**src/rtl/fvws_pkg.sv**
```systemverilog
// shared constants, command and waveform codes and voice control for the four voice synth
package fvws_pkg;

  localparam int VOICES_DEF     = 4;
  localparam int LEVEL_BITS_DEF = 10;
  localparam int VOL_BITS_DEF   = 8;
  localparam int VOL_RESET_DEF  = 63;

  localparam int CMD_BITS   = 2;
  localparam int VOICE_BITS = 2;
  localparam int VALUE_BITS = 31;
  localparam int NOISE_BITS = 4;
  localparam int PHASE_BITS = 31;

  localparam logic [PHASE_BITS-1:0] HALF_PHASE = 31'h4000_0000;
  localparam logic [PHASE_BITS-1:0] FULL_PHASE = 31'h7fff_ffff;

  localparam logic [CMD_BITS-1:0] CMD_TICK = 2'd0;
  localparam logic [CMD_BITS-1:0] CMD_STEP = 2'd1;
  localparam logic [CMD_BITS-1:0] CMD_VOL  = 2'd2;
  localparam logic [CMD_BITS-1:0] CMD_WAVE = 2'd3;

  typedef enum logic [1:0] {
    WAVE_SQUARE = 2'd0,
    WAVE_SAW    = 2'd1,
    WAVE_TRI    = 2'd2,
    WAVE_NOISE  = 2'd3
  } wave_t;

  typedef struct packed {
    logic tick;
    logic wr_step;
    logic wr_vol;
    logic wr_wave;
  } voice_ctrl_t;

endpackage

```
**src/rtl/fvws_in_if.sv**
```systemverilog
// input channel: ticks and voice register writes
interface fvws_in_if;
  import fvws_pkg::*;

  logic                  valid;
  logic                  ready;
  logic [CMD_BITS-1:0]   cmd;
  logic [VOICE_BITS-1:0] voice;
  logic [VALUE_BITS-1:0] value;
  logic [NOISE_BITS-1:0] noise_bits;

  modport source (output valid, cmd, voice, value, noise_bits, input ready);
  modport sink (input valid, cmd, voice, value, noise_bits, output ready);
endinterface

```
**src/rtl/fvws_out_if.sv**
```systemverilog
// output channel: one pwm level per tick
interface fvws_out_if #(
  parameter int LEVEL_BITS = fvws_pkg::LEVEL_BITS_DEF
);
  logic                  valid;
  logic                  ready;
  logic [LEVEL_BITS-1:0] level;

  modport source (output valid, level, input ready);
  modport sink (input valid, level, output ready);
endinterface

```
**src/rtl/fvws_voice.sv**
```systemverilog
// one voice: phase accumulator, voice registers and waveform level
module fvws_voice #(
  parameter int LEVEL_BITS = fvws_pkg::LEVEL_BITS_DEF,
  parameter int VOL_BITS   = fvws_pkg::VOL_BITS_DEF,
  parameter int VOL_RESET  = fvws_pkg::VOL_RESET_DEF
) (
  input  logic                              clk,
  input  logic                              rst,
  input  fvws_pkg::voice_ctrl_t             ctrl,
  input  logic [fvws_pkg::VALUE_BITS-1:0]   value,
  input  logic [VOL_BITS-1:0]               vol_in,
  input  logic                              noise,
  output logic [VOL_BITS-1:0]               level
);
  import fvws_pkg::*;

  localparam int PROD_BITS = LEVEL_BITS + VOL_BITS + 1;

  logic [PHASE_BITS-1:0] phase;
  logic [PHASE_BITS-1:0] phase_step;
  logic [VOL_BITS-1:0]   vol;
  wave_t                 wave;

  logic [PHASE_BITS:0]   phase_sum;
  logic [PHASE_BITS-1:0] phase_next;
  logic [LEVEL_BITS:0]   mult_a;
  logic [PROD_BITS-1:0]  prod;
  logic [VOL_BITS:0]     scaled;
  logic [VOL_BITS-1:0]   tri_level;

  // wrap by subtracting the full scale once past it
  assign phase_sum  = {1'b0, phase} + {1'b0, phase_step};
  assign phase_next = (phase_sum > {1'b0, FULL_PHASE})
                    ? PHASE_BITS'(phase_sum - {1'b0, FULL_PHASE})
                    : phase_sum[PHASE_BITS-1:0];

  // saw and triangle share one multiplier; triangle takes one more phase bit
  assign mult_a = (wave == WAVE_TRI) ? phase_next[PHASE_BITS-1 -: LEVEL_BITS+1]
                                     : {1'b0, phase_next[PHASE_BITS-1 -: LEVEL_BITS]};
  assign prod   = PROD_BITS'(mult_a) * PROD_BITS'(vol);
  assign scaled = prod[LEVEL_BITS +: VOL_BITS+1];

  // falling half of the triangle folds back from twice the volume
  assign tri_level = (scaled < {1'b0, vol}) ? scaled[VOL_BITS-1:0]
                                            : VOL_BITS'({vol, 1'b0} - scaled);

  always_comb begin
    unique case (wave)
      WAVE_SQUARE: level = (phase_next > HALF_PHASE) ? vol : '0;
      WAVE_SAW:    level = scaled[VOL_BITS-1:0];
      WAVE_TRI:    level = tri_level;
      WAVE_NOISE:  level = noise ? vol : '0;
      default:     level = '0;
    endcase
  end

  always_ff @(posedge clk) begin
    if (rst) begin
      phase      <= '0;
      phase_step <= '0;
      vol        <= VOL_BITS'(VOL_RESET);
      wave       <= WAVE_SQUARE;
    end else begin
      if (ctrl.tick) begin
        phase <= phase_next;
      end
      if (ctrl.wr_step) begin
        phase_step <= value;
      end
      if (ctrl.wr_vol) begin
        vol <= vol_in;
      end
      if (ctrl.wr_wave) begin
        wave <= (value > VALUE_BITS'(WAVE_NOISE)) ? WAVE_NOISE : wave_t'(value[1:0]);
      end
    end
  end
endmodule

```
**src/rtl/four_voice_waveform_synth.sv**
```systemverilog
// four voice waveform synth top level: input register, voice bank, level sum and output register
// a tick goes through the input, level and output registers before its level reaches samples
// one item per cycle while no tick stalls, ticks and writes mixed; writes never wait on output
// the ready path runs combinationally from samples.ready back through three stage registers
// reset (synchronous, rst high): pipeline emptied, phases and steps zero, volumes
// (span-1)/4, all voices square
module four_voice_waveform_synth #(
  parameter int VOICES     = fvws_pkg::VOICES_DEF,
  parameter int LEVEL_BITS = fvws_pkg::LEVEL_BITS_DEF
) (
  input  logic              clk,
  input  logic              rst,
  fvws_in_if.sink           items,
  fvws_out_if.source        samples
);
  import fvws_pkg::*;

  // volume span per voice, so that the sum of all voices fits the level width
  localparam int VOL_SPAN   = (1 << LEVEL_BITS) / VOICES;
  localparam int VOL_BITS   = $clog2(VOL_SPAN);
  localparam int VOL_RESET  = (VOL_SPAN - 1) / 4;
  localparam int LEVEL_MAX  = VOICES * (VOL_SPAN - 1);

  // value mod span: quotient estimate by reciprocal, at most one low, then one correction
  localparam int           RSHIFT     = VALUE_BITS + VOL_BITS;
  localparam int           RECIP_BITS = VALUE_BITS + 1;
  localparam int           RPROD_BITS = VALUE_BITS + RECIP_BITS;
  localparam int           Q_BITS     = VALUE_BITS - VOL_BITS + 1;
  localparam int           WIDE       = VALUE_BITS + 1;
  localparam logic [63:0]  RECIP      = (64'd1 << RSHIFT) / VOL_SPAN;

  // ---------------------------------------------------------------- ready chain
  logic c_valid;
  logic b_valid;
  logic a_valid;
  logic c_free;
  logic b_free;
  logic a_done;
  logic a_tick;
  logic accept;

  logic [CMD_BITS-1:0]   a_cmd;
  logic [VOICE_BITS-1:0] a_voice;
  logic [VALUE_BITS-1:0] a_value;
  logic [NOISE_BITS-1:0] a_noise;
  logic [Q_BITS-1:0]     a_quot;

  assign c_free      = !c_valid || samples.ready;
  assign b_free      = !b_valid || c_free;
  // a write retires on its own; a tick needs room in the level stage
  assign a_done      = a_valid && ((a_cmd != CMD_TICK) || b_free);
  assign a_tick      = a_done && (a_cmd == CMD_TICK);
  assign items.ready = !a_valid || a_done;
  assign accept      = items.valid && items.ready;

  // ---------------------------------------------------------------- input stage
  // reciprocal multiply on the way into the input register
  logic [RPROD_BITS-1:0] recip_prod;
  assign recip_prod = RPROD_BITS'(items.value) * RPROD_BITS'(RECIP[RECIP_BITS-1:0]);

  always_ff @(posedge clk) begin
    if (rst) begin
      a_valid <= 1'b0;
    end else if (accept) begin
      a_valid <= 1'b1;
    end else if (a_done) begin
      a_valid <= 1'b0;
    end
  end

  always_ff @(posedge clk) begin
    if (accept) begin
      a_cmd   <= items.cmd;
      a_voice <= items.voice;
      a_value <= items.value;
      a_noise <= items.noise_bits;
      a_quot  <= recip_prod[RSHIFT +: Q_BITS];
    end
  end

  // remainder lands in [0, 2*span); one compare and subtract finishes it
  logic [WIDE-1:0]     quot_span;
  logic [WIDE-1:0]     rem_full;
  logic [VOL_BITS:0]   rem_lo;
  logic [VOL_BITS-1:0] vol_rem;

  assign quot_span = WIDE'(a_quot) * WIDE'(VOL_SPAN);
  assign rem_full  = {1'b0, a_value} - quot_span;
  assign rem_lo    = rem_full[VOL_BITS:0];
  assign vol_rem   = (rem_lo >= (VOL_BITS+1)'(VOL_SPAN))
                   ? VOL_BITS'(rem_lo - (VOL_BITS+1)'(VOL_SPAN))
                   : rem_lo[VOL_BITS-1:0];

  // ---------------------------------------------------------------- voice bank
  logic [VOL_BITS-1:0] voice_level [VOICES];
  logic [VOL_BITS-1:0] b_level     [VOICES];

  for (genvar v = 0; v < VOICES; v++) begin : g_voice
    voice_ctrl_t ctrl;
    logic        hit;
    logic        nbit;

    // a write to a voice number past the bank matches nothing and is dropped
    assign hit          = (int'(a_voice) == v);
    assign ctrl.tick    = a_tick;
    assign ctrl.wr_step = a_done && hit && (a_cmd == CMD_STEP);
    assign ctrl.wr_vol  = a_done && hit && (a_cmd == CMD_VOL);
    assign ctrl.wr_wave = a_done && hit && (a_cmd == CMD_WAVE);

    // voices past the noise field see a zero noise bit
    if (v < NOISE_BITS) begin : g_noise
      assign nbit = a_noise[v];
    end else begin : g_no_noise
      assign nbit = 1'b0;
    end

    fvws_voice #(
      .LEVEL_BITS (LEVEL_BITS),
      .VOL_BITS   (VOL_BITS),
      .VOL_RESET  (VOL_RESET)
    ) u_voice (
      .clk    (clk),
      .rst    (rst),
      .ctrl   (ctrl),
      .value  (a_value),
      .vol_in (vol_rem),
      .noise  (nbit),
      .level  (voice_level[v])
    );
  end

  // ---------------------------------------------------------------- level stage
  always_ff @(posedge clk) begin
    if (rst) begin
      b_valid <= 1'b0;
    end else if (a_tick) begin
      b_valid <= 1'b1;
    end else if (c_free) begin
      b_valid <= 1'b0;
    end
  end

  always_ff @(posedge clk) begin
    if (a_tick) begin
      b_level <= voice_level;
    end
  end

  // ---------------------------------------------------------------- sum and output
  // each voice stays below the span, so the sum never overflows the level width
  logic [LEVEL_BITS-1:0] level_sum;
  logic [LEVEL_BITS-1:0] c_level;

  always_comb begin
    level_sum = '0;
    for (int v = 0; v < VOICES; v++) begin
      level_sum = level_sum + LEVEL_BITS'(b_level[v]);
    end
  end

  always_ff @(posedge clk) begin
    if (rst) begin
      c_valid <= 1'b0;
    end else if (b_valid && c_free) begin
      c_valid <= 1'b1;
    end else if (samples.ready) begin
      c_valid <= 1'b0;
    end
  end

  always_ff @(posedge clk) begin
    if (b_valid && c_free) begin
      c_level <= level_sum;
    end
  end

  assign samples.valid = c_valid;
  assign samples.level = c_level;

  // ---------------------------------------------------------------- assertions
  a_write_no_stall: assert property (@(posedge clk) disable iff (rst)
    (a_valid && (a_cmd != CMD_TICK)) |-> items.ready)
    else $error("register write held in the input stage");

  a_level_from_tick: assert property (@(posedge clk) disable iff (rst)
    $rose(b_valid) |-> $past(a_valid && (a_cmd == CMD_TICK)))
    else $error("level stage filled by something other than a tick");

  a_vol_in_span: assert property (@(posedge clk) disable iff (rst)
    (a_valid && (a_cmd == CMD_VOL)) |-> (vol_rem < VOL_BITS'(VOL_SPAN - 1) ||
                                         vol_rem == VOL_BITS'(VOL_SPAN - 1)))
    else $error("volume remainder out of span");

  a_level_bound: assert property (@(posedge clk) disable iff (rst)
    c_valid |-> (c_level < LEVEL_BITS'(LEVEL_MAX) || c_level == LEVEL_BITS'(LEVEL_MAX)))
    else $error("summed level above the largest reachable value");

endmodule

```
**src/flat_wrapper.sv**
```systemverilog
// flat-port wrapper written by rule: the top's interface ports become plain ports
module four_voice_waveform_synth_flat import fvws_pkg::*;
#(
  parameter int VOICES     = fvws_pkg::VOICES_DEF,
  parameter int LEVEL_BITS = fvws_pkg::LEVEL_BITS_DEF
)
  (clk, rst, items_valid, items_cmd, items_voice, items_value, items_noise_bits, items_ready, samples_valid, samples_level, samples_ready);
  fvws_in_if items_i ();
  fvws_out_if #(.LEVEL_BITS(LEVEL_BITS)) samples_i ();
  input  logic clk;
  input  logic rst;
  input wire logic [$bits(items_i.valid)-1:0] items_valid;
  input wire logic [$bits(items_i.cmd)-1:0] items_cmd;
  input wire logic [$bits(items_i.voice)-1:0] items_voice;
  input wire logic [$bits(items_i.value)-1:0] items_value;
  input wire logic [$bits(items_i.noise_bits)-1:0] items_noise_bits;
  output wire logic [$bits(items_i.ready)-1:0] items_ready;
  output wire logic [$bits(samples_i.valid)-1:0] samples_valid;
  output wire logic [$bits(samples_i.level)-1:0] samples_level;
  input wire logic [$bits(samples_i.ready)-1:0] samples_ready;
  assign items_i.valid = items_valid;
  assign items_i.cmd = items_cmd;
  assign items_i.voice = items_voice;
  assign items_i.value = items_value;
  assign items_i.noise_bits = items_noise_bits;
  assign items_ready = items_i.ready;
  assign samples_valid = samples_i.valid;
  assign samples_level = samples_i.level;
  assign samples_i.ready = samples_ready;
  four_voice_waveform_synth #(.VOICES(VOICES), .LEVEL_BITS(LEVEL_BITS)) u_core (.clk(clk), .rst(rst), .items(items_i), .samples(samples_i));
endmodule
```
**config.mk**
```make
export PLATFORM = sky130hd
export DESIGN_NAME = four_voice_waveform_synth_flat
export DESIGN_NICKNAME = d
export VERILOG_FILES = /design/src/rtl/fvws_pkg.sv /design/src/rtl/fvws_in_if.sv /design/src/rtl/fvws_out_if.sv /design/src/rtl/fvws_voice.sv /design/src/rtl/four_voice_waveform_synth.sv /design/src/flat_wrapper.sv
export SDC_FILE = /design/constraint.sdc
export NUM_CORES = 2
export LEC_CHECK = 0
export BUFFER_PORTS_ARGS = -buffer_cell sky130_fd_sc_hd__clkbuf_2
export CAP_MARGIN = 20
export CELL_PAD_IN_SITES_DETAIL_PLACEMENT = 1
export CELL_PAD_IN_SITES_GLOBAL_PLACEMENT = 2
export CORE_ASPECT_RATIO = 0.5
export CORE_MARGIN = 3
export CORE_UTILIZATION = 34
export CTS_BUF_LIST = sky130_fd_sc_hd__clkbuf_4
export DETAILED_ROUTE_END_ITERATION = 10
export MAX_ROUTING_LAYER = met4
export PLACE_DENSITY = 0.78
export SLEW_MARGIN = 40
export SYNTH_ARGS = -nofsm -noshare
export SYNTH_HDL_FRONTEND = slang
export SYNTH_SLANG_ARGS = --single-unit
```
**constraint.sdc**
```tcl
create_clock -name clk -period 12.6 [get_ports clk]
set_input_delay 2.52 -clock clk [delete_from_list [all_inputs] [get_ports clk]]
set_output_delay 2.52 -clock clk [all_outputs]
set_load 0.03 [all_outputs]
```
**Word-level counts from Yosys, hierarchy flattened**

Index checks and enable logic that the tools add are counted.
Widths: inputs -> output; s select.

- Memories kept: 0
- Memory bits (writable): 0
- Bits in read-only memories: 0
- Bits in registers: 373
- Output and inout port bits: 12
- Bits in latches: 0
- Input port bits: 43
- Logic and storage cells: 151

- Div/mod/pow operators: 0
- Shift-type cells: 0
- Add/sub/neg operators: 17
- Equality and inequality tests: 18
- Order comparisons: 14
- Bitwise gates (word level): 0
- $mul: 4
- Muxes and demuxes: 32
- Reductions and logical operators: 37

Operators with widths:

| kind | number |
|---|---|
| $add 31x31->32 | 4 |
| $gt 32x31->1 const B | 4 |
| $pmux 8 s4 | 4 |
| $gt 31x31->1 const B | 4 |
| $mux 31 | 4 |
| $sub 31x31->31 const B | 4 |
| $mux 8 | 13 |
| $mul 11x8->19 | 4 |
| $mux 11 | 4 |
| $lt 9x8->1 | 4 |
| $sub 8x8->8 | 4 |
| $gt 31x2->1 const B | 1 |
| $eq 2x2->1 const B | 12 |
| $add 10x8->10 | 2 |
| $logic_and 1x1->1 | 20 |
| $eq 2x1->1 const B | 6 |
| $logic_not 2->1 | 6 |
| $add 8x8->9 | 1 |
| $ge 9x9->1 const B | 1 |
| $sub 9x9->9 | 1 |
| $reduce_bool 2->1 | 4 |
| $sub 8x1->8 const B | 1 |
| $mux 1 | 6 |
| $logic_or 1x1->1 | 4 |
| 2 further kinds | 4 |

**Depth between registers and ports, before layout**

- Depth after elaboration: 8
- Mapped depth: 47
- Depth with buffers taken out: 44

**By module**

Synthesis repeated with hierarchy kept, for this count alone.

- Cells, all modules: 4622
- Area total of the unflattened synthesis: 39228.9 µm²

By module, submodules not included:

| module | seq. area each (µm²) | area an instance (µm²) | instances | cells an instance |
|---|---|---|---|---|
| fvws_voice (u_core.g_voice[3].u_voice) | 1441.4 | 9148.8 | 1 | 1141 |
| fvws_voice (u_core.g_voice[2].u_voice) | 1441.4 | 9006.1 | 1 | 1116 |
| fvws_voice (u_core.g_voice[0].u_voice) | 1441.4 | 8932.3 | 1 | 1096 |
| fvws_voice (u_core.g_voice[1].u_voice) | 1441.4 | 8714.6 | 1 | 1058 |
| four_voice_waveform_synth | 2492.4 | 3427.0 | 1 | 211 |

**Worst setup path before layout**

OpenSTA, ideal clock, no wires.

- Path kind: reg-to-reg
- Start point: register u_core.g_voice[1].u_voice.phase[0]
- End point: register u_core.b_level[19] in the netlist's numbering (data pin)
- Cell stages (with the launch flop): 40
- Required time: 12.339 ns
- Data arrival time: 9.871 ns
- Setup time: 0.261 ns
- Path slack: 2.469 ns
- Buffers on the path: 2
- Clock period less this slack: 10.131 ns
- Cell sequence: dfxtp_1 > ha_1 > fa_1 > a21o_1 > a221oi_1 > xor2_1 > nor4_1 > and2_1 > clkbuf_1 > nand4_1 > nor4_2 > nor3b_1 > nand3b_1 > xor2_1 > nor2_1 > a21oi_1 > and2_1 > fa_1 > [4 not listed] > inv_1 > ha_1 > nand2_1 > nand2b_1 > a21o_1 > a21o_1 > a211oi_1 > o21bai_1 > xnor2_1 > inv_1 > ha_1 > and4_1 > a221oi_1 > a21oi_1 > nor4b_1 > buf_2 > o21ai_0 > a221o_1

- Word-level cells in the longest chain between the ends: 8
- Elaborated cells on any way between the ends: 12
- Classes of those cells: 3 x add/sub; 1 x mul; 3 x order compare; 5 x mux

RTL lines:

| item | line | RTL |
|---|---|---|
| start, declared | fvws_voice.sv:19 | `logic [PHASE_BITS-1:0] phase;` |
| start signal, assigned | fvws_voice.sv:65 | `phase <= phase_next;` |
| $add 31x31->32 (*) | fvws_voice.sv:32 | `assign phase_sum = {1'b0, phase} + {1'b0, phase_step};` |
| $sub 31x31->31 / $gt 32x31->1 (equally long branches) | fvws_voice.sv:34, fvws_voice.sv:33 |  |
| $mux 31 (*) | fvws_voice.sv:34 | `? PHASE_BITS'(phase_sum - {1'b0, FULL_PHASE})` |
| $mux 11 | fvws_voice.sv:38 | `assign mult_a = (wave == WAVE_TRI) ? phase_next[PHASE_BITS-1 -: LEVEL_BITS+1]` |
| $mul 11x8->19 | fvws_voice.sv:40 | `assign prod = PROD_BITS'(mult_a) * PROD_BITS'(vol);` |
| $sub 8x8->8 / $lt 9x8->1 (equally long branches) | fvws_voice.sv:45, fvws_voice.sv:44 |  |
| $mux 8 | fvws_voice.sv:44 | `assign tri_level = (scaled < {1'b0, vol}) ? scaled[VOL_BITS-1:0]` |
| $pmux 8 s4 (*) | fvws_voice.sv:48 | `unique case (wave)` |
| net u_core.g_voice[1].u_voice.level[3] | fvws_voice.sv:13 | `output logic [VOL_BITS-1:0] level` |
| end signal, assigned | four_voice_waveform_synth.sv:145 | `b_level <= voice_level;` |
| end, declared | four_voice_waveform_synth.sv:96 | `logic [VOL_BITS-1:0] b_level [VOICES];` |

The timed path passes the listed nets; every way through them passes the cells marked *.
A chain may end at the register's enable or synchronous reset.

**Worst setup path in the final report**

- Start point: register u_core.g_voice[1].u_voice.phase[0]
- End point: register u_core.b_level[23] in the netlist's numbering (data pin)

The elaborated chain is that of the path after synthesis.

==> results by group <==
Die
  – Die area: 116,000 sq um
  – Placement row count: 86
  – Initial Utilization: 0.344
  – Core area: about 110,000 sq um
  – # IOs: 55
  – Die Height: roughly 240 um
  – Die span in x: 479 um

Logic synthesis
  – Yosys top cell by area: dfxtp_1
  – EDFF count, synth: between 80 and 90
  – Share of Yosys cell area claimed by the top area cell type: 0.153
  – Synthesis Warnings: 0
  – Post-synthesis xor/xnor area fraction: 0.0656
  – Largest family of logic cells by synthesized area: adder cells
  – Most common cell in the netlist: nand2_1
  – Cells after Synth: 4,666
  – Area contributors post-synth: dfxtp_1 (15%), fa_1 (12%), ha_1 (11%)
  – Mux cell area share after synthesis: 0.0163
  – Post-synth ARST share: 0
  – Syn_area_per_cell: 8.17 sq um
  – Netlist cell types: roughly 110
  – Post-Synth Adder-Cell Area: 0.232
  – Post-synth top flop: dfxtp_1
  – Syn Nets: 5,279
  – Post-synthesis simple-gate area fraction: 0.229
  – Top post-synthesis cells by count: nand2_1 (536), inv_1 (411), a21oi_1 (356)
  – Seq/Total Area, Yosys: 0.217
  – Synth Area in Compound Gates: 0.177
  – Synth Register Bits: 372
  – Mapped Area: approximately 38,000 sq um

Hold path
  – Worst Hold Endpoint: u_core.g_voice[0].u_voice.phase_step[3]
  – Hold Crit Class: flip-flop to flip-flop
  – Hold Crit Depth: 2
  – Start point of the worst hold path: u_core.g_voice[0].u_voice.phase_step[3]

Place
  – Routability congestion estimate: 0.895
  – Dpl hpwl: 100 mm
  – IO buf count: between 50 and 60

Critical path
  – CP Capture Type: flip-flop
  – Setup crit start kind: flip-flop
  – CP Max Fanout: 8
  – Slowest stage cell on the critical path: nor4_4
  – R2r startpoint: u_core.g_voice[1].u_voice.phase[0]
  – Kind of critical path: flip-flop to flip-flop
  – FF-to-FF End: u_core.b_level[23]
  – Worst EP required: 13.39 ns
  – FF-to-FF path depth: 37
  – Crit-path max cell delay: 0.57 ns
  – Most Frequent Cell on Critical Path: fa_1
  – Reg2reg setup slack: roughly 0.89 ns
  – Arr. time, crit path: 12.50 ns

Detailed routing
  – Residual DRC: 0
  – Iter 0 DRT Violations: 2,223
  – DR vias: 34,400
  – Aggregate routed wire length: about 130 mm
  – Vias/cell: 5.49
  – ANT nets after route: 0
  – Average wire per standard cell: about 21 um
  – 1st-pass router iterations: 5

Clock tree
  – Max clock buf depth: 3
  – CTS tree: built
  – Post-CTS setup buffer count: 0
  – CTS sink count: 372
  – Root Buffer: clkbuf_4
  – Resized cells post-CTS: 0
  – Clock transition at path regs: ~0.070 ns
  – Clock buffer count from CTS: ~100
  – Clk_lat worst skew: roughly 1.1 ns
  – Hold buffer count at CTS: 0
  – Max H-tree Level: 3

Timing
  – Hold_ws: 0.461 ns
  – Fmax: 85.4 MHz
  – Final worst-path cycle share: 0.930
  – Fin. Hold Viols: 0
  – Worst Max-Slew Pin Slew: 0.925 ns
  – Setup TNS: 0 ns
  – Clk_skew: between 0.09 and 0.1 ns
  – Final Max Tran Viols: 0
  – Minimum clock period: 11.71 ns
  – Worst rel slew slack: 0.380
  – Setup-failing EPs final: 0

GRT
  – First-pass GRT wire length: 208 mm
  – Largest net degree at the start of global routing: ~150
  – Gr ovfl total: 0
  – Initial antenna violation count: 10
  – Vias in the first global route: ~36,000
  – GRT Total Usage: 0.232

Cells and area
  – Area occupied by multi-input gates: 27,600 sq um
  – Register area: around 8300 sq um
  – Nets: between 5,000 and 6,000
  – Layout cell share with drive strength beyond 1: 0.0780
  – Final core utilization: 0.375
  – Area Growth Syn to Fin: 8.79%
  – Fillers: 13,400

Outcome
  – Status: completed

Pwr
  – Comb power frac: 0.248
  – Leak: 18.3 nW
  – Psw: between 0.001 and 0.0015 W
  – Pwr dens: around 80 nW/um^2
  – Sequential share of power: 0.384
  – Maximum VDD drop: 0.0564 mV
  – Switch share: 0.354
  – Design internal power: 0.00217 W
  – Clk pwr share: 0.368

Job
  – Max_cap viols: 0
kinds of logic (layout without fill, tap and decap cells):
| group | after synthesis | after routing |
|---|---|---|
| and+or+nand+nor | 1741 | 1741 |
| AOI/OAI and AO/OA | 1018 | 1018 |
| buffers and inverters | 621 | 712 |
| adders and majority gates | 570 | 570 |
| DFF | 372 | 372 |
| xor gates and xnor gates | 283 | 283 |
| muxes | 61 | 61 |
| other | 0 | 10 |
routing by layer:
layer / track usage / vias up / share of wire
li1: - / 16300 / -
met1: 0.311 / 17300 / 0.48
met2: 0.369 / 605 / 0.46
met3: 0.0310 / 185 / 0.040
met4: 0.0567 / 0 / 0.023
met5: - / - / 0
through the flow:
stage	total power, W	setup WS (ns)	cells	cell area [sq um]
2_1_floorplan	0.00187	2.47	4666	38100
3_3_place_gp	0.00211	0.473	6067	39900
3_5_place_dp	0.00214	0.421	6067	40000
4_1_cts	0.00340	0.334	6253	41400
5_1_grt	0.00358	-0.0150	6262	41500
6_report	0.00335	0.886	6263	41500
state kept, by name, summed over array words and instances, names as in the netlist:
signal                             cells
u_core.g_voice.u_voice.wave            8
u_core.samples.valid                   1
u_core.a_noise                         4
u_core.a_cmd                           2
u_core.b_valid                         1
u_core.a_valid                         1
u_core.a_value                        31
u_core.a_voice                         2
u_core.samples.level                  10
u_core.g_voice.u_voice.phase_step    124
u_core.g_voice.u_voice.phase         124
u_core.g_voice.u_voice.vol            32
u_core.b_level                        32
placed cells by master, fill, tap and decap left out, types with 12 or more instances in the layout:
cell / count
a211o_1: 17
a211oi_1: 111
a21o_1: 102
a21oi_1: 350
a221oi_1: 16
a22oi_1: 13
a31oi_1: 32
and2_1: 268
and3_1: 53
and4_1: 20
buf_4: 56
clkbuf_2: 53
clkbuf_4: 142
clkinv_1: 26
dfxtp_1: 291
edfxtp_1: 81
fa_1: 230
ha_1: 340
inv_1: 410
mux2i_1: 51
nand2_1: 534
nand2b_1: 34
nand3_1: 92
nand3b_1: 18
nand4_1: 66
nand4b_1: 12
nor2_1: 344
nor2b_1: 27
nor3_1: 119
nor4_1: 33
o211ai_1: 35
o21a_1: 24
o21ai_0: 114
o21bai_1: 26
o221ai_1: 14
or2_2: 15
or3_1: 32
or4_1: 14
xnor2_1: 151
xor2_1: 130
power groups by stage:
| stage | clock, W | sequential [W] | combinational [W] |
|---|---|---|---|
| 6_report | 0.00123 | 0.00129 | 0.000830 |
| 2_1_floorplan | 0 | 0.00130 | 0.000572 |
| 5_1_grt | 0.00135 | 0.00129 | 0.000938 |
| 3_5_place_dp | 0 | 0.00131 | 0.000828 |
| 4_1_cts | 0.00128 | 0.00129 | 0.000834 |
| 3_3_place_gp | 0 | 0.00131 | 0.000800 |
worst max-delay path: cells and delay by family, from the launching register on:
kind | cells | cell delay, ns
fa+ha+maj | 8 | 3.37
xor+xnor | 4 | 1.09
buf+inv | 2 | 0.10
compound gates | 9 | 2.60
simple gates | 14 | 3.95
flops | 1 | 0.32
worst max-delay path by stage:
stage | from | endpoint | slack (ns)
6_report | u_core.g_voice[1].u_voice.phase[0] | u_core.b_level[23] | 0.89
3_5_place_dp | u_core.g_voice[1].u_voice.phase[0] | u_core.b_level[23] | 0.42
4_1_cts | u_core.g_voice[1].u_voice.phase[0] | u_core.b_level[23] | 0.33
2_1_floorplan | u_core.g_voice[1].u_voice.phase[0] | u_core.b_level[19] | 2.47
3_3_place_gp | u_core.g_voice[1].u_voice.phase_step[2] | u_core.b_level[23] | 0.47
5_1_grt | u_core.g_voice[1].u_voice.phase[0] | u_core.b_level[23] | -0.02
final cells by class:
cell class,count,area share
inverter,412,0.0376
antenna,10,0.000604
tap,1496,0.0452
timing repair buffer,114,0.0180
sequential,372,0.199
clock inverter,44,0.00746
multi-input combinational,3673,0.666
clock buffer,142,0.0257
Note: power is estimated with default switching activity, not from simulation.
